**src/hdl/tlfpd_pkg.sv**
```systemverilog
// ----------------------------------------------------------------------------
// tlfpd_pkg: shared types, codes and helpers
// Result record, character codes and parser progress codes for the link byte
// splitter.
// ----------------------------------------------------------------------------
package tlfpd_pkg;

    localparam int LINE_MAX_DEF = 128;
    localparam int ARM_LEN_DEF  = 16;

    // result queue between the parser and the output port
    localparam int FIFO_DEPTH = 4;
    localparam int PTR_W      = $clog2(FIFO_DEPTH);
    localparam int CNT_W      = $clog2(FIFO_DEPTH + 1);

    // result kinds
    localparam logic [1:0] KIND_DATA    = 2'd0;
    localparam logic [1:0] KIND_ACCEPT  = 2'd1;
    localparam logic [1:0] KIND_DISCARD = 2'd2;

    // routes
    localparam logic [1:0] ROUTE_NONE    = 2'd0;
    localparam logic [1:0] ROUTE_ROVER   = 2'd1;
    localparam logic [1:0] ROUTE_SCIENCE = 2'd2;
    localparam logic [1:0] ROUTE_ARM     = 2'd3;

    // characters
    localparam logic [7:0] CH_LF     = 8'h0A;
    localparam logic [7:0] CH_CR     = 8'h0D;
    localparam logic [7:0] CH_COMMA  = 8'h2C;
    localparam logic [7:0] CH_0      = 8'h30;
    localparam logic [7:0] CH_3      = 8'h33;
    localparam logic [7:0] CH_4      = 8'h34;
    localparam logic [7:0] CH_5      = 8'h35;
    localparam logic [7:0] CH_F      = 8'h46;
    localparam logic [7:0] CH_J      = 8'h4A;
    localparam logic [7:0] CH_X_UP   = 8'h58;
    localparam logic [7:0] CH_X_LOW  = 8'h78;

    localparam logic [11:0] ID_MAX = 12'h7FF;

    // prefix check progress
    localparam logic [3:0] PROG_START   = 4'd0;
    localparam logic [3:0] PROG_ZERO    = 4'd1;
    localparam logic [3:0] PROG_X       = 4'd2;
    localparam logic [3:0] PROG_D1      = 4'd3;
    localparam logic [3:0] PROG_N_COMMA = 4'd4;  // normal mode: comma read
    localparam logic [3:0] PROG_D2      = 4'd4;  // science mode: second digit read
    localparam logic [3:0] PROG_D3      = 4'd5;
    localparam logic [3:0] PROG_S_COMMA = 4'd6;
    localparam logic [3:0] PROG_S_TAIL  = 4'd7;
    localparam logic [3:0] PROG_FAILED  = 4'd15;

    typedef struct packed {
        logic [1:0] kind;
        logic [7:0] data_byte;
        logic [6:0] position;
        logic [1:0] route;
        logic [7:0] packet_length;
        logic       last;
    } t_result;

    // results caused by one byte, in order
    typedef struct packed {
        t_result    r0;
        t_result    r1;
        logic [1:0] num;
    } t_step;

    function automatic logic is_hex(input logic [7:0] b);
        return (b >= 8'h30 && b <= 8'h39) || (b >= 8'h41 && b <= 8'h46) ||
               (b >= 8'h61 && b <= 8'h66);
    endfunction

    function automatic logic [3:0] hex_val(input logic [7:0] b);
        logic [7:0] v;
        v = 8'h00;
        if (b >= 8'h30 && b <= 8'h39) begin
            v = b - 8'h30;
        end else if (b >= 8'h41 && b <= 8'h46) begin
            v = b - 8'h37;
        end else if (b >= 8'h61 && b <= 8'h66) begin
            v = b - 8'h57;
        end
        return v[3:0];
    endfunction

    function automatic t_result make_data(input logic [7:0] b, input logic [6:0] pos,
                                          input logic [1:0] route);
        t_result r;
        r.kind          = KIND_DATA;
        r.data_byte     = b;
        r.position      = pos;
        r.route         = route;
        r.packet_length = 8'd0;
        r.last          = 1'b0;
        return r;
    endfunction

    function automatic t_result make_marker(input logic [1:0] kind, input logic [1:0] route,
                                            input logic [7:0] len);
        t_result r;
        r.kind          = kind;
        r.data_byte     = 8'd0;
        r.position      = 7'd0;
        r.route         = route;
        r.packet_length = len;
        r.last          = 1'b0;
        return r;
    endfunction

endpackage

```
**src/hdl/text_line_and_fixed_packet_demux.sv**
```systemverilog
// ----------------------------------------------------------------------------
// text_line_and_fixed_packet_demux: link byte packet splitter
// A result is written into the result queue when its byte is taken; the master side reads the queue head.
// Throughput: one byte per cycle while each byte gives at most one result and
//   the master side takes every result; a byte that gives two results needs two
//   transfers on the single output port, and a 4-entry result queue takes up the difference.
// Reset: synchronous, active low; clears the mode to normal, the parser state
//   and the result queue.
// ----------------------------------------------------------------------------
module text_line_and_fixed_packet_demux #(
    parameter int LINE_MAX = tlfpd_pkg::LINE_MAX_DEF,
    parameter int ARM_LEN  = tlfpd_pkg::ARM_LEN_DEF
) (
    input  logic        i_clk,
    input  logic        i_rst_n,
    input  logic        i_cfg_we,
    input  logic        i_cfg_wdata,     // science_mode
    input  logic        s_axis_tvalid,
    output logic        s_axis_tready,
    input  logic [7:0]  s_axis_tdata,    // rx_byte
    output logic        m_axis_tvalid,
    input  logic        m_axis_tready,
    output logic [31:0] m_axis_tdata,    // data_byte[7:0], position[14:8], route[16:15],
                                         // packet_length[24:17], zeros above
    output logic [1:0]  m_axis_tuser,    // kind
    output logic        m_axis_tlast     // last_of_step
);
    import tlfpd_pkg::*;

    t_result          r_fifo [FIFO_DEPTH];
    logic [PTR_W-1:0] r_wr_ptr, r_rd_ptr;
    logic [CNT_W-1:0] r_count;
    logic             in_accept, out_accept;
    t_step            step;
    t_result          head;
    logic [1:0]       push;

    tlfpd_parser #(
        .LINE_MAX (LINE_MAX),
        .ARM_LEN  (ARM_LEN)
    ) u_parser (
        .i_clk       (i_clk),
        .i_rst_n     (i_rst_n),
        .i_cfg_we    (i_cfg_we),
        .i_cfg_wdata (i_cfg_wdata),
        .i_valid     (in_accept),
        .i_byte      (s_axis_tdata),
        .o_step      (step)
    );

    // room for two results keeps input and output decoupled
    assign s_axis_tready = (r_count <= CNT_W'(FIFO_DEPTH - 2));
    assign in_accept     = s_axis_tvalid && s_axis_tready;
    assign m_axis_tvalid = (r_count != '0);
    assign out_accept    = m_axis_tvalid && m_axis_tready;
    assign push          = in_accept ? step.num : 2'd0;

    assign head          = r_fifo[r_rd_ptr];
    assign m_axis_tdata  = {7'd0, head.packet_length, head.route, head.position,
                            head.data_byte};
    assign m_axis_tuser  = head.kind;
    assign m_axis_tlast  = head.last;

    always_ff @(posedge i_clk) begin
        if (push != 2'd0) begin
            r_fifo[r_wr_ptr] <= step.r0;
        end
        if (push == 2'd2) begin
            r_fifo[r_wr_ptr + PTR_W'(1)] <= step.r1;
        end
    end

    always_ff @(posedge i_clk) begin
        if (!i_rst_n) begin
            r_wr_ptr <= '0;
            r_rd_ptr <= '0;
            r_count  <= '0;
        end else begin
            r_wr_ptr <= r_wr_ptr + PTR_W'(push);
            if (out_accept) begin
                r_rd_ptr <= r_rd_ptr + PTR_W'(1);
            end
            r_count <= r_count + CNT_W'(push) - CNT_W'(out_accept);
        end
    end

    a_no_overfill: assert property (@(posedge i_clk) disable iff (!i_rst_n)
        r_count <= CNT_W'(FIFO_DEPTH))
        else $error("result queue overfilled");

    a_ptr_count: assert property (@(posedge i_clk) disable iff (!i_rst_n)
        (r_count < CNT_W'(FIFO_DEPTH)) |-> (PTR_W'(r_wr_ptr - r_rd_ptr) == PTR_W'(r_count)))
        else $error("queue pointers disagree with fill count");

    a_push_room: assert property (@(posedge i_clk) disable iff (!i_rst_n)
        (push == 2'd2) |=> (r_count >= CNT_W'(1)))
        else $error("two-result push lost");

endmodule

```
**src/hdl/tlfpd_parser.sv**
```systemverilog
// ----------------------------------------------------------------------------
// tlfpd_parser: per-byte line and arm packet parser
// Holds the mode register and the running parse state; works out the zero, one or
// two results of each accepted byte combinationally.
// ----------------------------------------------------------------------------
module tlfpd_parser #(
    parameter int LINE_MAX = tlfpd_pkg::LINE_MAX_DEF,
    parameter int ARM_LEN  = tlfpd_pkg::ARM_LEN_DEF
) (
    input  logic             i_clk,
    input  logic             i_rst_n,
    input  logic             i_cfg_we,
    input  logic             i_cfg_wdata,
    input  logic             i_valid,
    input  logic [7:0]       i_byte,
    output tlfpd_pkg::t_step o_step
);
    import tlfpd_pkg::*;

    localparam int LC_W = $clog2(LINE_MAX + 1);
    localparam int AC_W = $clog2(ARM_LEN + 1);

    logic            r_science;
    logic            r_in_arm,  n_in_arm;
    logic            r_held_j,  n_held_j;
    logic [LC_W-1:0] r_count,   n_count;
    logic            r_ovf,     n_ovf;
    logic [AC_W-1:0] r_arm,     n_arm;
    logic [3:0]      r_prog,    n_prog;
    logic [11:0]     r_id,      n_id;
    logic            r_comma,   n_comma;
    logic            r_tail,    n_tail;
    logic [1:0]      r_class,   n_class;

    logic [LC_W-1:0] eff_count;
    logic [3:0]      eff_prog;
    logic            ok;
    logic            go;
    logic [15:0]     id_next;
    logic [AC_W-1:0] arm_inc;
    logic            have_pre, have_m0, have_m1;
    t_result         pre, m0, m1;
    t_step           step;

    always_comb begin
        n_in_arm = r_in_arm;
        n_held_j = r_held_j;
        n_count  = r_count;
        n_ovf    = r_ovf;
        n_arm    = r_arm;
        n_prog   = r_prog;
        n_id     = r_id;
        n_comma  = r_comma;
        n_tail   = r_tail;
        n_class  = r_class;
        eff_count = r_count;
        eff_prog  = r_prog;
        ok       = 1'b0;
        go       = 1'b1;
        id_next  = {r_id, hex_val(i_byte)};
        arm_inc  = r_arm + AC_W'(1);
        have_pre = 1'b0;
        have_m0  = 1'b0;
        have_m1  = 1'b0;
        pre      = '0;
        m0       = '0;
        m1       = '0;

        if (!r_science) begin
            if (r_in_arm) begin
                have_m0 = 1'b1;
                m0      = make_data(i_byte, 7'(r_arm), ROUTE_ARM);
                n_arm   = arm_inc;
                if (arm_inc == AC_W'(ARM_LEN)) begin
                    have_m1  = 1'b1;
                    m1       = make_marker(KIND_ACCEPT, ROUTE_ARM, 8'(ARM_LEN));
                    n_in_arm = 1'b0;
                    n_arm    = '0;
                end
            end else begin
                if (r_held_j) begin
                    n_held_j = 1'b0;
                    if (i_byte == CH_F) begin
                        have_m0  = 1'b1;
                        have_m1  = 1'b1;
                        m0       = make_data(CH_J, 7'd0, ROUTE_ARM);
                        m1       = make_data(CH_F, 7'd1, ROUTE_ARM);
                        n_in_arm = 1'b1;
                        n_arm    = AC_W'(2);
                        go       = 1'b0;
                    end else begin
                        // release the J as the first byte of a text line
                        have_pre  = 1'b1;
                        pre       = make_data(CH_J, 7'd0, ROUTE_ROVER);
                        eff_count = LC_W'(1);
                        eff_prog  = PROG_FAILED;
                        n_count   = eff_count;
                        n_prog    = eff_prog;
                    end
                end
                if (go) begin
                    if (i_byte == CH_J && eff_count == '0) begin
                        n_held_j = 1'b1;
                    end else if (i_byte == CH_LF) begin
                        if (eff_count != '0) begin
                            ok      = (eff_prog == PROG_N_COMMA) && r_comma && r_tail;
                            have_m0 = 1'b1;
                            m0      = make_marker(ok ? KIND_ACCEPT : KIND_DISCARD,
                                                  ROUTE_ROVER, 8'(eff_count));
                            n_count = '0;
                            n_prog  = PROG_START;
                            n_id    = '0;
                            n_comma = 1'b0;
                            n_tail  = 1'b0;
                            n_class = ROUTE_NONE;
                        end
                    end else if (i_byte == CH_CR) begin
                        n_count = eff_count;
                    end else if (eff_count < LC_W'(LINE_MAX)) begin
                        have_m0 = 1'b1;
                        m0      = make_data(i_byte, 7'(eff_count), ROUTE_ROVER);
                        n_count = eff_count + LC_W'(1);
                        case (eff_prog)
                            PROG_START: begin
                                n_prog = (i_byte == CH_0) ? PROG_ZERO : PROG_FAILED;
                            end
                            PROG_ZERO: begin
                                n_prog = (i_byte == CH_X_UP || i_byte == CH_X_LOW) ?
                                         PROG_X : PROG_FAILED;
                            end
                            PROG_X: begin
                                if (i_byte == CH_3 || i_byte == CH_4) begin
                                    n_id   = {8'd0, hex_val(i_byte)};
                                    n_prog = PROG_D1;
                                end else begin
                                    n_prog = PROG_FAILED;
                                end
                            end
                            PROG_D1: begin
                                if (i_byte == CH_COMMA) begin
                                    n_comma = 1'b1;
                                    n_prog  = PROG_N_COMMA;
                                end else if (is_hex(i_byte)) begin
                                    if (id_next > 16'(ID_MAX)) begin
                                        n_prog = PROG_FAILED;
                                    end else begin
                                        n_id = id_next[11:0];
                                    end
                                end else begin
                                    n_prog = PROG_FAILED;
                                end
                            end
                            PROG_N_COMMA: begin
                                n_tail = 1'b1;
                            end
                            default: begin
                                n_prog = eff_prog;
                            end
                        endcase
                    end else begin
                        // drop the byte and discard the full line
                        have_m0 = 1'b1;
                        m0      = make_marker(KIND_DISCARD, ROUTE_ROVER, 8'(eff_count));
                        n_count = '0;
                        n_prog  = PROG_START;
                        n_id    = '0;
                        n_comma = 1'b0;
                        n_tail  = 1'b0;
                        n_class = ROUTE_NONE;
                    end
                end
            end
        end else begin
            if (i_byte == CH_CR) begin
                n_count = r_count;
            end else if (i_byte == CH_LF) begin
                if (r_ovf || r_count != '0) begin
                    if (!r_ovf) begin
                        ok      = (r_prog == PROG_S_TAIL) && r_tail && (r_class != ROUTE_NONE);
                        have_m0 = 1'b1;
                        m0      = make_marker(ok ? KIND_ACCEPT : KIND_DISCARD,
                                              ok ? r_class : ROUTE_NONE, 8'(r_count));
                    end
                    n_ovf   = 1'b0;
                    n_count = '0;
                    n_prog  = PROG_START;
                    n_id    = '0;
                    n_comma = 1'b0;
                    n_tail  = 1'b0;
                    n_class = ROUTE_NONE;
                end
            end else if (r_ovf) begin
                n_ovf = 1'b1;
            end else if (r_count < LC_W'(LINE_MAX)) begin
                have_m0 = 1'b1;
                m0      = make_data(i_byte, 7'(r_count), ROUTE_NONE);
                n_count = r_count + LC_W'(1);
                case (r_prog)
                    PROG_START: begin
                        n_prog = (i_byte == CH_0) ? PROG_ZERO : PROG_FAILED;
                    end
                    PROG_ZERO: begin
                        n_prog = (i_byte == CH_X_UP || i_byte == CH_X_LOW) ?
                                 PROG_X : PROG_FAILED;
                    end
                    PROG_X: begin
                        if (!is_hex(i_byte)) begin
                            n_prog = PROG_FAILED;
                        end else begin
                            n_prog = PROG_D1;
                            if (i_byte == CH_5) begin
                                n_class = ROUTE_SCIENCE;
                            end else if (i_byte == CH_3 || i_byte == CH_4) begin
                                n_class = ROUTE_ROVER;
                            end else begin
                                n_class = ROUTE_NONE;
                            end
                        end
                    end
                    PROG_D1, PROG_D2: begin
                        n_prog = is_hex(i_byte) ? r_prog + 4'd1 : PROG_FAILED;
                    end
                    PROG_D3: begin
                        if (i_byte == CH_COMMA) begin
                            n_comma = 1'b1;
                            n_prog  = PROG_S_COMMA;
                        end else begin
                            n_prog = PROG_FAILED;
                        end
                    end
                    PROG_S_COMMA: begin
                        n_tail = 1'b1;
                        n_prog = PROG_S_TAIL;
                    end
                    default: begin
                        n_prog = r_prog;
                    end
                endcase
            end else begin
                // discard the full line, then drop bytes up to the next LF
                have_m0 = 1'b1;
                m0      = make_marker(KIND_DISCARD, ROUTE_NONE, 8'(r_count));
                n_ovf   = 1'b1;
                n_count = '0;
                n_prog  = PROG_START;
                n_id    = '0;
                n_comma = 1'b0;
                n_tail  = 1'b0;
                n_class = ROUTE_NONE;
            end
        end

        // order results: released J first, then the byte's own results
        step.r0  = have_pre ? pre : m0;
        step.r1  = have_pre ? m0  : m1;
        step.num = 2'(have_pre) + 2'(have_m0) + 2'(have_m1);
        if (step.num == 2'd2) begin
            step.r1.last = 1'b1;
        end else if (step.num == 2'd1) begin
            step.r0.last = 1'b1;
        end
    end

    assign o_step = step;

    always_ff @(posedge i_clk) begin
        if (!i_rst_n) begin
            r_science <= 1'b0;
            r_in_arm  <= 1'b0;
            r_held_j  <= 1'b0;
            r_count   <= '0;
            r_ovf     <= 1'b0;
            r_arm     <= '0;
            r_prog    <= PROG_START;
            r_id      <= '0;
            r_comma   <= 1'b0;
            r_tail    <= 1'b0;
            r_class   <= ROUTE_NONE;
        end else if (i_cfg_we && i_cfg_wdata != r_science) begin
            // mode change: drop any packet in progress without a marker
            r_science <= i_cfg_wdata;
            r_in_arm  <= 1'b0;
            r_held_j  <= 1'b0;
            r_count   <= '0;
            r_ovf     <= 1'b0;
            r_arm     <= '0;
            r_prog    <= PROG_START;
            r_id      <= '0;
            r_comma   <= 1'b0;
            r_tail    <= 1'b0;
            r_class   <= ROUTE_NONE;
        end else if (i_valid) begin
            r_in_arm  <= n_in_arm;
            r_held_j  <= n_held_j;
            r_count   <= n_count;
            r_ovf     <= n_ovf;
            r_arm     <= n_arm;
            r_prog    <= n_prog;
            r_id      <= n_id;
            r_comma   <= n_comma;
            r_tail    <= n_tail;
            r_class   <= n_class;
        end
    end

    a_pair_order: assert property (@(posedge i_clk) disable iff (!i_rst_n)
        (i_valid && o_step.num == 2'd2) |->
            (o_step.r0.kind == KIND_DATA && !o_step.r0.last && o_step.r1.last))
        else $error("two-result step out of order");

    a_arm_normal_only: assert property (@(posedge i_clk) disable iff (!i_rst_n)
        (r_in_arm || r_held_j) |-> !r_science)
        else $error("arm packet state active in science mode");

    a_arm_bound: assert property (@(posedge i_clk) disable iff (!i_rst_n)
        r_in_arm |-> (r_arm >= AC_W'(2) && r_arm < AC_W'(ARM_LEN)))
        else $error("arm byte count out of range");

endmodule
```
**config.mk**
```make
export PLATFORM = sky130hd
export DESIGN_NAME = text_line_and_fixed_packet_demux
export DESIGN_NICKNAME = d
export VERILOG_FILES = /design/src/hdl/tlfpd_pkg.sv /design/src/hdl/text_line_and_fixed_packet_demux.sv /design/src/hdl/tlfpd_parser.sv
export SDC_FILE = /design/constraint.sdc
export NUM_CORES = 1
export LEC_CHECK = 0
export BUFFER_PORTS_ARGS = -buffer_cell sky130_fd_sc_hd__buf_2
export CAP_MARGIN = 20
export CORE_MARGIN = 4
export CORE_UTILIZATION = 39
export DETAILED_ROUTE_END_ITERATION = 7
export PLACE_DENSITY_LB_ADDON = 0.1
export SLEW_MARGIN = 15
export SYNTH_ARGS = -nofsm -noshare
export SYNTH_HDL_FRONTEND = slang
export SYNTH_HIERARCHICAL = 1
export SYNTH_SLANG_ARGS = --single-unit
```
**constraint.sdc**
```tcl
create_clock -name i_clk -period 13.75 [get_ports i_clk]
set_input_delay 3.4375 -clock i_clk [delete_from_list [all_inputs] [get_ports i_clk]]
set_output_delay 3.4375 -clock i_clk [all_outputs]
set_load 0.01 [all_outputs]
```
; ---- Word-level counts from Yosys, hierarchy flattened
; Memories as Yosys holds them, arrays and structs flattened. A register that Yosys moved wholly into a read port is not among the register bits.
; Cells that the tools add are included.
[classes]
addsub = 14
mux = 186
bitwise_logic = 4
eq_ne = 49
n_reduce_logical = 39
order_cmp = 10
[op_table]
columns = op, n
row1 = $mux W28, 23
row2 = $mux W12, 17
row3 = $mux W8, 17
row4 = $mux W4, 29
row5 = $mux W25, 3
row6 = $mux W1, 67
row7 = $mux W2, 22
row8 = $eq A8 B6 Y1 const B, 5
row9 = $eq A8 B7 Y1 const B, 4
row10 = $ne A5 B4 Y1 const B, 6
row11 = $mux W27, 1
row12 = $pmux W12 S2, 1
row13 = $pmux W4 S6, 1
row14 = $reduce_and A11 Y1, 2
row15 = $eq A4 B3 Y1 const B, 5
row16 = $mux W5, 4
row17 = $pmux W4 S5, 1
row18 = $add A8 B1 Y8 const B, 2
row19 = $eq A4 B2 Y1 const B, 4
row20 = $eq A8 B4 Y1 const B, 2
row21 = $ge A8 B7 Y1 const B, 2
row22 = $gt A16 B11 Y1 const B, 1
row23 = $le A8 B7 Y1 const B, 2
row24 = $lt A8 B8 Y1 const B, 2
row25 = other kinds (43), 79
[totals]
register_bits = 44
ramBits = 112
wordCells = 317
out_inout_bits = 37
mem_count = 1
[mem_list]
columns = memory, depth, word_bits, rd, rd_clocked_by_memory_dff, wr, line
row1 = r_fifo, 4, 28, 1, 1, 2, text_line_and_fixed_packet_demux.sv:30  ; t_result r_fifo [FIFO_DEPTH];

; ---- Logic depth before layout (Yosys ltp)
[logic_depth]
word_depth = 18
ltp_mapped = 24
mapped_depth_nobuf = 22

; ---- Cells and area by module
; Netlist, hierarchy kept.
[by_module_without_submodules]
columns = mod, cells_per_inst, area_per_inst_um2, instances, seq_area_each_um2
row1 = text_line_and_fixed_packet_demux, 339, 6344.8, 1, 3543.4
row2 = tlfpd_parser, 574, 3945.0, 1, 740.7

; ---- Worst setup path after synthesis
; No wires, ideal clock.
[synth_path]
kind = in2reg
start = in s_axis_tdata[3]
end = mem r_fifo[1][0] (netlist name), enable pin
setup_ps = 456
path_buffers = 2
required_time_ps = 13294
arrival_ps = 8413
path_slack_ps = 4880
cell_stages = 16
cell_sequence = buf_2 > nor4_2 > a21boi_1 > clkbuf_1 > nor2_1 > ha_1 > nand4bb_1 > nor2_1 > nand2_1 > nand2_1 > a21oi_1 > a21oi_1 > fa_1 > inv_1 > nand2_1 > a211oi_1
[synth_lines]
columns = element, line
row1 = from (decl), text_line_and_fixed_packet_demux.sv:20  ; input logic [7:0] s_axis_tdata,
row2 = to (decl), text_line_and_fixed_packet_demux.sv:30

==> flow_metrics.env <==
export IMPL_status="finished clean"
export IMPL_most_frequent_cell_on_the_critical_path="sky130_fd_sc_hd__nand2_1"
export IMPL_die_x_um=170
export IMPL_grt_usage_pct=19.5
export IMPL_cts_htree_levels=4
export IMPL_worstSetupStartpointType="input port"
export IMPL_synth_area_top_cells="sky130_fd_sc_hd__edfxtp_1, sky130_fd_sc_hd__mux2_4, sky130_fd_sc_hd__dfxtp_1, sky130_fd_sc_hd__mux4_2, sky130_fd_sc_hd__mux2_2"
export IMPL_floorplan_die_area_mm2=0.0290
export IMPL_seq_area_frac_synth_pct=41.6
export IMPL_layout_filler_cells=2518
export IMPL_clockRootBuffer="sky130_fd_sc_hd__clkbuf_16"
export IMPL_slew_violations=0
export IMPL_ioPinCount=51
export IMPL_setup_worst_path_class="input port to register"
export IMPL_ctsResizeCount=0
export IMPL_ys_warn_count=6
export IMPL_netlist_instances=913
export IMPL_post_route_cells_drive_above_1_share_pct=27.3
export IMPL_power_leakage_nw=4.32
export IMPL_pwr_density_cell_mw_per_mm2=127
export IMPL_setup_viol=0
export IMPL_die_height_um=170
export IMPL_routed_via_density=5.75
export IMPL_crit_reg2reg_launch="u_parser/r_held_j"
export IMPL_setup_repair_after_global_routing_missed_its_margin="false"
export IMPL_cts_tree="done"
export IMPL_vdd_ir_drop_worst_uv=155
export IMPL_maxCapViolCount=0
export IMPL_fraction_of_the_cycle_the_final_worst_path_needs_pct=59.7
export IMPL_postRouteWirelength_mm=28.1
export IMPL_yosys_register_bits=158
export IMPL_min_path_cells=2
export IMPL_cts_buffers_inserted=17
export IMPL_via_count_of_the_first_global_routing_pass=7119
export IMPL_grt_ovfl_total=0
export IMPL_standard_cell_rows=59
export IMPL_timing_critical_path_to_type="register"
export IMPL_worstPathRequired_ns=13.93
export IMPL_number_of_antenna_violations_at_the_first_check_in_global_routing=0
export IMPL_path_cells="buf_2 > nor4_2 > a21bo_1 > nand2_1 > ha_1 > nand4bb_1 > nor2_1 > nand2_1 > nand2_1 > a21oi_1 > a21oi_1 > fa_1 > inv_1 > and2b_1 > nand4_4 > mux2_4"
export IMPL_place_congestion=0.864
export IMPL_remaining_drc_errors=0
export IMPL_total_nets_final=965
export IMPL_portBuffers=43
export IMPL_synth_top_flop_cell="sky130_fd_sc_hd__edfxtp_1"
export IMPL_final_setup_skew_ns=0.0136
export IMPL_cts_num_sinks=158
export IMPL_drt_antenna_violating_nets=0
export IMPL_hold_viol_final=0
export IMPL_postCtsSetupRepairBufs=0
export IMPL_timing_fmax_mhz=122
export IMPL_synth_top_cell_by_area="sky130_fd_sc_hd__edfxtp_1"
export IMPL_slew_headroom_pct=35.0
export IMPL_worst_hold_path_type="register to register"
export IMPL_reg2reg_setup_slack_ns=8.66
export IMPL_tns_ns=0
export IMPL_detailedRoute_firstPassIterationCount=5
export IMPL_detailedRoute_firstIterationViolations=590
export IMPL_synthArstFlopShare_pct=0
export IMPL_synth_top_area_share_pct=32.7
export IMPL_reg2reg_to="r_fifo[3][14]"
export IMPL_netlist_area_mm2=0.0103
export IMPL_hold_bufs_at_cts=0
export IMPL_routedWlPerCell_um=22.0
export IMPL_hpwl_mm=18.9
export IMPL_critPathMaxFanout=28
export IMPL_floorplan_initialDensity_pct=39.6
export IMPL_worstRegToRegCells=14
export IMPL_worst_skew_pair_late_latency_ns=0.44
export IMPL_worst_slew_pin_slew_ns=0.972
export IMPL_synth_distinct_cells=87
export IMPL_critical_path_max_stage_delay_ns=0.74
export IMPL_cts_path_max_buffers=2
export IMPL_core_area_mm2=0.0260
export IMPL_critPathCapture="r_fifo[3][14]"
export IMPL_synth_edf_count=112
export IMPL_clk_pin_slew_worst_paths_ns=0.07
export IMPL_arrival_ns=8.38
export IMPL_vias=7355
export IMPL_crit_slowest_cell="sky130_fd_sc_hd__nand4_4"
export IMPL_critPathLaunch="s_axis_tdata[3]"
export IMPL_post_synthesis_average_cell_area_um2=11.3
export IMPL_fin_util_pct=43.4
export IMPL_period_needed_ns=8.20
export IMPL_synthToLayoutAreaGrowth_pct=9.63
export IMPL_grt_first_pass_wirelength_mm=43.7
export IMPL_grt_max_degree=34
registers in the layout, indices dropped and copies added (netlist names), named ones only:
name and count:
r_rd_ptr 2, u_parser/r_id 12, u_parser/r_ovf 1, u_parser/r_in_arm 1, u_parser/r_count 8, u_parser/r_tail 1
r_fifo 112, u_parser/r_prog 4, u_parser/r_comma 1, u_parser/r_arm 5, u_parser/r_science 1, u_parser/r_class 2
r_count 3, r_wr_ptr 2, u_parser/r_held_j 1
layer usage:
| layer | up-vias | wire length (µm) | global-route usage (%) |
|---|---|---|---|
| li1 | 3482 | - | - |
| met1 | 3626 | 13100 | 27.5 |
| met2 | 213 | 13400 | 31.6 |
| met3 | 34 | 1250 | 2.83 |
| met4 | 0 | 406 | 5.42 |
| met5 | - | 0 | 0 |
critical path, delay by kind of cell:
| kind | cells | cell delay [ns] |
|---|---|---|
| simple gates | 8 | 2.34 |
| compound gates | 3 | 0.92 |
| fa+ha+maj | 2 | 0.79 |
| mux | 1 | 0.57 |
| buf+inv | 2 | 0.29 |
power by group:
part	switching, W	total [W]	internal (W)
logic	0.000213	0.000379	0.000165
clock network	0.000229	0.000473	0.000244
registers	0.0000283	0.000583	0.000555
total	0.000471	0.00143	0.000964
worst min-delay path by stage:
| stage | slack [ns] | startpoint | to |
|---|---|---|---|
| finish | 0.43 | u_parser/r_id[11] | u_parser/r_id[11] |
| global route | 0.45 | u_parser/r_id[11] | u_parser/r_id[11] |
| CTS | 0.43 | u_parser/r_id[11] | u_parser/r_id[11] |
| detailed placement | 0.42 | u_parser/r_id[11] | u_parser/r_id[11] |
| global placement | 0.41 | u_parser/r_id[11] | u_parser/r_id[11] |
| floorplan | 0.40 | u_parser/r_id[11] | u_parser/r_id[11] |
cells in the mapped netlist (all sizes together), types with 4 or more instances:
library cell / n
and3: 8
o21ai: 31
dfxtp: 46
buf: 45
a22oi: 4
edfxtp: 112
o31ai: 6
xnor2: 5
nand2b: 7
nor2b: 13
nor3: 23
ha: 18
mux2: 113
a211oi: 10
xor2: 4
a31oi: 13
o311a: 4
or4: 11
o311ai: 5
a21oi: 41
o22ai: 21
nor2: 62
nand3: 22
inv: 29
nor3b: 4
and2: 25
nand2: 78
nand4: 11
nor4: 6
o21a: 5
clkbuf: 29
mux4: 28
a2111oi: 5
mux2i: 9
metrics by stage:
stage	instance area [µm²]	cells	power (W)	worst slack [ns]	hold WS, ns
global placement	10700	1247	0.000979	5.30	0.414
finish	11300	1280	0.00143	5.55	0.430
CTS	11300	1279	0.00145	5.60	0.433
detailed placement	10700	1247	0.000977	5.16	0.423
global route	11300	1279	0.00151	5.24	0.448
floorplan	10400	930	0.000857	4.88	0.405
cells by family after synthesis:
kind of cell,Yosys count,synth area share [%]
AOI/OAI and AO/OA,180,12.1
other,2,0.0730
xor gates and xnor gates,9,0.766
buffers and inverters,103,5.40
muxes,150,22.3
DFF,158,41.6
and+or+nand+nor,291,15.2
adders and majority gates,20,2.58
cell usage in the layout (no fill, tap or decap), drive strengths merged, types with 4 or more instances in the layout:
cell type  netlist  final
nor4             6      6
conb             2     19
clkinv           0      7
o21a             5      5
a2111oi          5      5
buf             45     56
nor3b            4      4
nand2           78     78
o31ai            6      6
o311ai           5      5
and2            25     25
mux4            28     28
inv             29     37
o21ai           31     31
o311a            4      4
nor2b           13     13
a22oi            4      4
or4             11     11
a21oi           41     41
a211oi          10     10
nor3            23     23
nor2            62     62
xnor2            5      5
mux2           113    113
nand3           22     22
clkbuf          29     17
and3             8      8
mux2i            9      9
dfxtp           46     46
a31oi           13     13
ha              18     18
xor2             4      4
nand2b           7      7
o22ai           21     21
edfxtp         112    112
nand4           11     11
cell type report:
type / count / area, µm² / share of cell area [%]
Clock inverter: 15 / 165 / 1.46
Timing Repair Buffer: 56 / 313 / 2.77
Tap cell: 335 / 419 / 3.72
Multi-Input combinational cell: 669 / 5560 / 49.3
Sequential cell: 158 / 4290 / 38.0
Clock buffer: 17 / 425 / 3.77
Inverter: 29 / 109 / 0.965
Antenna cell: 1 / 2.50 / 0.0222
No activity file was read; power rests on OpenSTA's default activity.
